$ cat config.mk
export PLATFORM = sky130hd
export DESIGN_NAME = line_full_convolution_unit
export DESIGN_NICKNAME = d
export VERILOG_FILES = /design/src/hw/rtl/lfc_pkg.sv /design/src/hw/rtl/lfc_front.sv /design/src/hw/rtl/lfc_seq.sv /design/src/hw/rtl/lfc_mac.sv /design/src/hw/rtl/line_full_convolution_unit.sv
export SDC_FILE = /design/constraint.sdc
export NUM_CORES = 2
export LEC_CHECK = 0
export BUFFER_PORTS_ARGS = -buffer_cell sky130_fd_sc_hd__buf_2
export CAP_MARGIN = 20
export CORE_ASPECT_RATIO = 1.4
export CORE_MARGIN = 3
export CORE_UTILIZATION = 25
export DETAILED_ROUTE_END_ITERATION = 10
export PLACE_DENSITY = 0.41
export SLEW_MARGIN = 15
export SYNTH_ARGS = -nofsm -noshare
export SYNTH_HDL_FRONTEND = slang
export SYNTH_SLANG_ARGS = --single-unit
$ cat constraint.sdc
create_clock -name clk -period 10.2 [get_ports clk]
set_input_delay 1.02 -clock clk [delete_from_list [all_inputs] [get_ports clk]]
set_output_delay 1.02 -clock clk [all_outputs]
set_load 0.02 [all_outputs]
$ cat src/hw/rtl/lfc_pkg.sv
// ============================================================================
// lfc_pkg
// Shared types and constants for the line full convolution unit.
// ============================================================================
package lfc_pkg;

  // Kernel and field sizes.
  localparam int MAX_TAPS    = 7;
  localparam int NUM_COEF    = 7;
  localparam int QUEUE_DEPTH = 4;
  localparam int PIXEL_W     = 8;
  localparam int COEF_W      = 16;
  localparam int TAPS_W      = 3;
  localparam int PROD_W      = 25;
  localparam int FILT_W      = 27;
  localparam int POS_W       = 9;
  localparam int INDEX_W     = 3;

  // Output positions stop counting here until the line ends.
  localparam logic [POS_W-1:0] POS_LIMIT = 9'd261;

  // Configuration register indexes.
  typedef enum logic [INDEX_W-1:0] {
    REG_TAP_COUNT = 3'd0,
    REG_COEF_0    = 3'd1,
    REG_COEF_1    = 3'd2,
    REG_COEF_2    = 3'd3,
    REG_COEF_3    = 3'd4,
    REG_COEF_4    = 3'd5,
    REG_COEF_5    = 3'd6,
    REG_COEF_6    = 3'd7
  } reg_index_t;

  typedef logic [NUM_COEF-1:0][COEF_W-1:0] coef_bank_t;

  // Register values after reset: a 1, 0, -1 kernel over three taps.
  localparam logic [TAPS_W-1:0] TAP_COUNT_RESET = 3'd3;
  localparam coef_bank_t COEF_RESET = {16'h0000, 16'h0000, 16'h0000, 16'h0000,
                                       16'hFFFF, 16'h0000, 16'h0001};

  // One accepted input sample as held in the queue.
  typedef struct packed {
    logic [PIXEL_W-1:0] pixel;
    logic               end_of_line;
  } item_t;

  // One result to compute: the sample window and its bookkeeping.
  typedef struct packed {
    logic [NUM_COEF-1:0][PIXEL_W-1:0] sample;
    logic [POS_W-1:0]                 position;
    logic                             last;
  } window_t;

endpackage

$ cat src/hw/rtl/lfc_front.sv
// ============================================================================
// lfc_front
// Input side: accepts sample transactions and holds them in a short queue.
// ============================================================================
module lfc_front (
  input  logic                         clk,
  input  logic                         rst,
  input  logic                         in_valid,
  output logic                         in_stall,
  input  logic [lfc_pkg::PIXEL_W-1:0]  pixel,
  input  logic                         end_of_line,
  output logic                         q_valid,
  output lfc_pkg::item_t               q_item,
  input  logic                         q_pop
);

  localparam int DEPTH = lfc_pkg::QUEUE_DEPTH;
  localparam int PTR_W = (DEPTH > 1) ? $clog2(DEPTH) : 1;
  localparam int CNT_W = $clog2(DEPTH + 1);

  lfc_pkg::item_t     entry [DEPTH];
  logic [PTR_W-1:0]   wr_ptr;
  logic [PTR_W-1:0]   rd_ptr;
  logic [CNT_W-1:0]   count;
  logic               push;

  // The queue stalls the upstream side only when every entry is taken.
  assign in_stall = (count == CNT_W'(DEPTH));
  assign push     = in_valid && !in_stall;
  assign q_valid  = (count != '0);
  assign q_item   = entry[rd_ptr];

  // Entry storage.
  always_ff @(posedge clk) begin
    if (push) begin
      entry[wr_ptr] <= '{pixel: pixel, end_of_line: end_of_line};
    end
  end

  // Pointers and fill count.
  always_ff @(posedge clk) begin
    if (rst) begin
      wr_ptr <= '0;
      rd_ptr <= '0;
      count  <= '0;
    end else begin
      if (push) begin
        wr_ptr <= (wr_ptr == PTR_W'(DEPTH - 1)) ? '0 : wr_ptr + 1'b1;
      end
      if (q_pop) begin
        rd_ptr <= (rd_ptr == PTR_W'(DEPTH - 1)) ? '0 : rd_ptr + 1'b1;
      end
      if (push && !q_pop) begin
        count <= count + 1'b1;
      end else if (!push && q_pop) begin
        count <= count - 1'b1;
      end
    end
  end

endmodule

$ cat src/hw/rtl/lfc_seq.sv
// ============================================================================
// lfc_seq
// Back-end sequencer: keeps the sample history and issues one window per
// result, including the zero-padded tail at the end of each line.
// ============================================================================
module lfc_seq #(
  parameter int MAX_TAPS = lfc_pkg::MAX_TAPS
) (
  input  logic                         clk,
  input  logic                         rst,
  input  logic [lfc_pkg::TAPS_W-1:0]   tap_count,
  input  logic                         q_valid,
  input  lfc_pkg::item_t               q_item,
  output logic                         q_pop,
  output logic                         win_valid,
  output lfc_pkg::window_t             win,
  input  logic                         win_ready
);

  localparam int HIST_DEPTH = (MAX_TAPS > 1) ? MAX_TAPS - 1 : 1;
  localparam int NUM_COEF   = lfc_pkg::NUM_COEF;
  localparam int TAPS_W     = lfc_pkg::TAPS_W;
  localparam int PIXEL_W    = lfc_pkg::PIXEL_W;

  logic [PIXEL_W-1:0]       hist [HIST_DEPTH];
  logic [PIXEL_W-1:0]       hist_ext [NUM_COEF-1];
  logic [lfc_pkg::POS_W-1:0] position;
  logic                     tail_active;
  logic [TAPS_W-1:0]        tail_left;
  logic [TAPS_W-1:0]        taps_use;
  logic [PIXEL_W-1:0]       cur;
  logic                     last;
  logic                     issue;

  // Clamp the tap count to the range the kernel supports.
  always_comb begin
    taps_use = tap_count;
    if (tap_count == '0) begin
      taps_use = TAPS_W'(1);
    end else if (tap_count > TAPS_W'(MAX_TAPS)) begin
      taps_use = TAPS_W'(MAX_TAPS);
    end
  end

  // History padded with zeros up to the full coefficient bank.
  for (genvar k = 0; k < NUM_COEF - 1; k++) begin : g_hist_ext
    if (k < HIST_DEPTH) begin : g_real
      assign hist_ext[k] = hist[k];
    end else begin : g_pad
      assign hist_ext[k] = '0;
    end
  end

  // A window is issued from the queue head, or from the tail of a line.
  assign win_valid = tail_active || q_valid;
  assign issue     = win_valid && win_ready;
  assign q_pop     = issue && !tail_active;
  assign cur       = tail_active ? '0 : q_item.pixel;
  assign last      = tail_active ? (tail_left == TAPS_W'(1))
                                 : (q_item.end_of_line && (taps_use == TAPS_W'(1)));

  // Window: current sample first, taps beyond the count in use read zero.
  always_comb begin
    win.sample    = '0;
    win.sample[0] = cur;
    for (int j = 1; j < NUM_COEF; j++) begin
      if (TAPS_W'(j) < taps_use) begin
        win.sample[j] = hist_ext[j-1];
      end
    end
    win.position = position;
    win.last     = last;
  end

  // History, position and tail control advance once per issued window.
  always_ff @(posedge clk) begin
    if (rst) begin
      for (int k = 0; k < HIST_DEPTH; k++) begin
        hist[k] <= '0;
      end
      position    <= '0;
      tail_active <= 1'b0;
      tail_left   <= '0;
    end else if (issue) begin
      if (last) begin
        // The line is finished: start the next one from a clean history.
        for (int k = 0; k < HIST_DEPTH; k++) begin
          hist[k] <= '0;
        end
        position    <= '0;
        tail_active <= 1'b0;
        tail_left   <= '0;
      end else begin
        hist[0] <= cur;
        for (int k = 1; k < HIST_DEPTH; k++) begin
          hist[k] <= hist[k-1];
        end
        if (position < lfc_pkg::POS_LIMIT) begin
          position <= position + 1'b1;
        end
        if (tail_active) begin
          tail_left <= tail_left - 1'b1;
        end else if (q_item.end_of_line) begin
          tail_active <= 1'b1;
          tail_left   <= taps_use - 1'b1;
        end
      end
    end
  end

endmodule

$ cat src/hw/rtl/lfc_mac.sv
// ============================================================================
// lfc_mac
// Back-end datapath: a product stage and a summing stage that ends in the
// output register.
// ============================================================================
module lfc_mac (
  input  logic                              clk,
  input  logic                              rst,
  input  lfc_pkg::coef_bank_t               coef,
  input  logic                              win_valid,
  input  lfc_pkg::window_t                  win,
  output logic                              win_ready,
  output logic                              out_valid,
  input  logic                              out_stall,
  output logic signed [lfc_pkg::FILT_W-1:0] filtered,
  output logic [lfc_pkg::POS_W-1:0]         out_position,
  output logic                              last_result
);

  localparam int NUM_COEF = lfc_pkg::NUM_COEF;
  localparam int PROD_W   = lfc_pkg::PROD_W;
  localparam int FILT_W   = lfc_pkg::FILT_W;

  logic signed [PROD_W-1:0]  prod [NUM_COEF];
  logic [lfc_pkg::POS_W-1:0] p_position;
  logic                      p_last;
  logic                      p_valid;
  logic                      p_ready;
  logic                      o_ready;
  logic signed [FILT_W-1:0]  sum;

  // Each stage moves on when it is empty or its contents move on too.
  assign o_ready   = !out_valid || !out_stall;
  assign p_ready   = !p_valid || o_ready;
  assign win_ready = p_ready;

  // Product stage: one signed coefficient by one unsigned sample per tap.
  always_ff @(posedge clk) begin
    if (p_ready) begin
      for (int j = 0; j < NUM_COEF; j++) begin
        prod[j] <= $signed(coef[j]) * $signed({1'b0, win.sample[j]});
      end
      p_position <= win.position;
      p_last     <= win.last;
    end
  end

  // Sum of the products, sign-extended to the result width.
  always_comb begin
    sum = '0;
    for (int j = 0; j < NUM_COEF; j++) begin
      sum = sum + {{(FILT_W - PROD_W){prod[j][PROD_W-1]}}, prod[j]};
    end
  end

  // Output register.
  always_ff @(posedge clk) begin
    if (o_ready) begin
      filtered     <= sum;
      out_position <= p_position;
      last_result  <= p_last;
    end
  end

  // Stage occupancy.
  always_ff @(posedge clk) begin
    if (rst) begin
      p_valid   <= 1'b0;
      out_valid <= 1'b0;
    end else begin
      if (p_ready) begin
        p_valid <= win_valid;
      end
      if (o_ready) begin
        out_valid <= p_valid;
      end
    end
  end

endmodule

$ cat src/hw/rtl/line_full_convolution_unit.sv
// ============================================================================
// line_full_convolution_unit
// Full linear convolution of a pixel line with a kernel of up to seven taps.
// ============================================================================
// Each pixel transaction produces one result; a line-end pixel also produces
// a tail of further results, one fewer than the clamped tap count, with zeros
// as samples past the end, and the line's last result carries last_result.
// Pixels are taken one per cycle into a four-entry queue while it is not full,
// and the back end issues one result per cycle while the output is not
// stalled, so an ordinary pixel takes one sequencer issue and a line-end pixel
// one per tap in use. A pixel goes into a queue entry, its window from the
// queue into the product register, and its sum into the output register.
// Write the configuration registers only while no line is in flight.
module line_full_convolution_unit #(
  parameter int MAX_TAPS = lfc_pkg::MAX_TAPS
) (
  input  logic                              clk,
  input  logic                              rst,
  input  logic                              cfg_write_enable,
  input  logic [lfc_pkg::INDEX_W-1:0]       cfg_index,
  input  logic [lfc_pkg::COEF_W-1:0]        cfg_data,
  input  logic                              in_valid,
  output logic                              in_stall,
  input  logic [lfc_pkg::PIXEL_W-1:0]       pixel,
  input  logic                              end_of_line,
  output logic                              out_valid,
  input  logic                              out_stall,
  output logic signed [lfc_pkg::FILT_W-1:0] filtered,
  output logic [lfc_pkg::POS_W-1:0]         out_position,
  output logic                              last_result
);

  logic [lfc_pkg::TAPS_W-1:0] tap_count;
  lfc_pkg::coef_bank_t        coef;
  logic                       q_valid;
  lfc_pkg::item_t             q_item;
  logic                       q_pop;
  logic                       win_valid;
  lfc_pkg::window_t           win;
  logic                       win_ready;
  logic [lfc_pkg::INDEX_W-1:0] coef_sel;

  assign coef_sel = cfg_index - lfc_pkg::INDEX_W'(lfc_pkg::REG_COEF_0);

  // Configuration registers.
  always_ff @(posedge clk) begin
    if (rst) begin
      tap_count <= lfc_pkg::TAP_COUNT_RESET;
      coef      <= lfc_pkg::COEF_RESET;
    end else if (cfg_write_enable) begin
      if (cfg_index == lfc_pkg::REG_TAP_COUNT) begin
        tap_count <= cfg_data[lfc_pkg::TAPS_W-1:0];
      end else begin
        coef[coef_sel] <= cfg_data;
      end
    end
  end

  lfc_front u_front (
    .clk         (clk),
    .rst         (rst),
    .in_valid    (in_valid),
    .in_stall    (in_stall),
    .pixel       (pixel),
    .end_of_line (end_of_line),
    .q_valid     (q_valid),
    .q_item      (q_item),
    .q_pop       (q_pop)
  );

  lfc_seq #(
    .MAX_TAPS (MAX_TAPS)
  ) u_seq (
    .clk       (clk),
    .rst       (rst),
    .tap_count (tap_count),
    .q_valid   (q_valid),
    .q_item    (q_item),
    .q_pop     (q_pop),
    .win_valid (win_valid),
    .win       (win),
    .win_ready (win_ready)
  );

  lfc_mac u_mac (
    .clk          (clk),
    .rst          (rst),
    .coef         (coef),
    .win_valid    (win_valid),
    .win          (win),
    .win_ready    (win_ready),
    .out_valid    (out_valid),
    .out_stall    (out_stall),
    .filtered     (filtered),
    .out_position (out_position),
    .last_result  (last_result)
  );

endmodule

==> flow_metrics.py <==
metrics = {
    "outcome": {
        "status": "completed",
    },
    "route": {
        "first_pass_iters": 5,
        "finalWirelength_mm": 155,
        "dr_total_vias": 35500,
        "first_iter_violations": 1754,
        "detail_route.vias_per_cell": 4.30,
        "drtAntennaViolNets": 0,
        "drc": 0,
        "wl_per_cell_um": 18.9,
    },
    "placement": {
        "post-dp-hpwl_mm": 125,
        "gp_congestion": 0.807,
        "post-place-ws_ns": 3.26,
        "dp.cells": 8125,
        "port_buffers": 71,
    },
    "clocking": {
        "cts_root_buf": "clkbuf_16",
        "post_cts_resized": 0,
        "cts_buffers": 59,
        "hold_buffers": 0,
        "h-tree-depth": 2,
        "cts.reportedPaths.clkPinSlew_ns": 0.07,
        "post_cts_buffers": 0,
        "insertion_delay_ns": 0.69,
        "cts.path.max_buffers": 3,
        "clock_sinks": 445,
        "cts_tree": "done",
    },
    "power": {
        "internal_power_mw": 8.35,
        "pwr-share-clk": 0.137,
        "vdd_ir_drop_max_uv": 417,
        "combPwrFrac": 0.656,
        "p_total_mw": 15.8,
        "p_sw_frac": 0.472,
        "cellPowerDensity_nw_per_um2": 272,
        "p_leak_nw": 29.3,
        "seq_power_share": 0.208,
        "p_sw_mw": 7.45,
    },
    "worst_setup_path": {
        "crit_start": "tap_count[2]$_SDFFE_PP0P_",
        "start_kind": "flop",
        "ff2ff_setup_slack_ns": 3.31,
        "worstSetupPathType": "flop to flop",
        "r2r-start": "tap_count[2]$_SDFFE_PP0P_",
        "crit_top_cell": "fa_1",
        "rr_worst_depth": 21,
        "cp_slowest_cell": "buf_4",
        "cp_top_family": "adder cells",
        "crit_fanout": 103,
        "crit_cells": 21,
        "critPathArrivalTime_ns": 7.30,
        "worstPathCellList": "buf_4 > nor2b_4 > buf_4 > and2_1 > nand2_1 > fa_1 > inv_1 > fa_1 > inv_1 > fa_1 > fa_1 > inv_1 > ha_1 > a21oi_1 > nor2b_1 > o311ai_1 > a31oi_1 > nand3_1 > nand2_1 > a221oi_1 > xnor2_1",
        "r2r_end": "u_mac.prod[4][23]$_DFFE_PN_",
        "end_kind": "flop",
        "crit_required_ns": 10.61,
        "critPathBufInv": 5,
        "crit_end": "u_mac.prod[4][23]$_DFFE_PN_",
        "max_stage_delay_ns": 0.64,
    },
    "timing": {
        "tns_ns": 0,
        "fin_crit_ns": 6.89,
        "max_freq_mhz": 145,
        "finalClockSkew_ns": 0.0325,
        "period_share": 0.676,
        "slew_headroom": 0.295,
        "setup_violations": 0,
        "rsz0062_at_grt": "false",
        "timing.final.ws_setup_ns": 3.31,
        "worstMarginPinSlew_ns": 1.05,
        "drv_slew": 0,
        "hold_violations": 0,
    },
    "floorplan": {
        "start_util": 0.252,
        "top_level_ports": 72,
        "core_area_sq_um": 209000,
        "fp.dieH_um": 549,
        "dieWidth_um": 394,
        "rows": 198,
        "dieArea_sq_um": 216000,
    },
    "min_path": {
        "min_path_type": "flop to flop",
    },
    "synth": {
        "synth.distinct_cells": 81,
        "synth_top_area_cell": "fa_1",
        "yosys_warnings": 0,
        "synth-edff-count": 306,
        "synth.cell_area_sq_um": 52600,
        "post-synth-top-count-cell": "inv_1",
        "ys_ff_latch": 445,
        "synth_ff_type": "edfxtp_1",
        "synth_cells": 5378,
        "synth_area_leaders": "fa_1, edfxtp_1, ha_1",
        "synth_nets": 6640,
        "yosysTopAreaCellShare": 0.312,
        "yosys-top-cells-count": "inv_1, fa_1, nand2_1, and2_1, ha_1",
        "syn_avg_cell_area_sq_um": 9.77,
        "synth_seq_area_share": 0.228,
        "async_flop_share": 0,
    },
    "global_routing": {
        "gr-total-overflow": 0,
        "antenna_found_initial": 15,
        "grt_start_max_net_pins": 104,
        "grt_pass1_vias": 39100,
        "grt_usage": 0.147,
        "grt_pass1_wl_mm": 242,
    },
    "final_layout": {
        "fin_util": 0.279,
        "fillers": 22200,
        "nets": 6649,
        "final_layout_size_suffix_gt1_frac": 0.0462,
        "fin_cells": 8244,
        "area_delta_synth_final_pct": 10.6,
    },
    "job": {
        "cap_violations": 0,
    },
}
[logic make-up (layout without fill, tap and decap cells)]
family	count (synthesis)	in the layout	synth area share
AOI/OAI and AO/OA	553	553	0.0695
xor gates and xnor gates	200	200	0.0333
adders and majority gates	1229	1229	0.409
buffers and inverters	1372	1431	0.0986
DFF	445	445	0.228
muxes	73	73	0.0160
other	0	7	0
and+or+nand+nor	1506	1506	0.145
[state kept, by name, summed over array words and instances (netlist names), 9 cells and up, named ones only]
register            cells
coef                  112
u_front.entry          36
u_mac.filtered         27
u_mac.out_position      9
u_mac.p_position        9
u_mac.prod            175
u_seq.hist             48
u_seq.position          9
[worst min-delay path by stage]
stage	start	to	slack [ns]	cells after the start
global placement	u_mac.p_position[0]$_DFFE_PN_	u_mac.out_position[0]$_DFFE_PP_	0.41	0
CTS	u_mac.p_position[1]$_DFFE_PN_	u_mac.out_position[1]$_DFFE_PP_	0.42	0
global route	u_mac.p_position[1]$_DFFE_PN_	u_mac.out_position[1]$_DFFE_PP_	0.43	0
floorplan	u_mac.p_last$_DFFE_PN_	u_mac.last_result$_DFFE_PP_	0.40	0
finish	u_mac.p_position[1]$_DFFE_PN_	u_mac.out_position[1]$_DFFE_PP_	0.42	0
detailed placement	u_mac.p_position[1]$_DFFE_PN_	u_mac.out_position[1]$_DFFE_PP_	0.41	0
[per-layer routing]
layer / GRT usage / vias up / wire (um)
met5: 0 / - / 30
met4: 0.0422 / 4 / 4680
met3: 0.0155 / 148 / 4640
met2: 0.280 / 443 / 82900
met1: 0.173 / 18100 / 63100
li1: - / 16800 / -
[cells in the final DEF, fill, tap and decap left out, types with 138 or more instances in the layout]
cell type / n
xnor2_1: 146
ha_1: 411
and2_1: 439
a21oi_1: 202
nor2_1: 190
dfxtp_1: 138
fa_1: 818
edfxtp_1: 306
nand2_1: 498
inv_1: 1210
and3_1: 170
[layout make-up]
cell class	instances	area, sq um	area share
Sequential cell	445	12000	0.206
Tap cell	2800	3500	0.0603
Multi-Input combinational cell	3561	35500	0.610
Inverter	1211	4550	0.0783
Antenna cell	7	17.5	0.000301
Timing Repair Buffer	109	643	0.0111
Clock buffer	74	1620	0.0278
Clock inverter	37	378	0.00650
[stage by stage]
step / hold slack, ns / cell area (sq um)
floorplan: 0.400 / 52600
CTS: 0.421 / 58100
global route: 0.434 / 58100
global placement: 0.407 / 56100
finish: 0.418 / 58100
detailed placement: 0.407 / 56100
[power groups by stage]
stage / Clock [mW] / Combinational, mW / Sequential [mW]
after CTS: 2.26 / 10.5 / 3.29
after detailed placement: 0 / 10.5 / 3.33
after floorplan: 0 / 7.82 / 3.13
after global placement: 0 / 10.4 / 3.34
final: 2.16 / 10.4 / 3.28
after global routing: 2.31 / 12.0 / 3.32
Note: power is estimated with default switching activity, not from simulation.
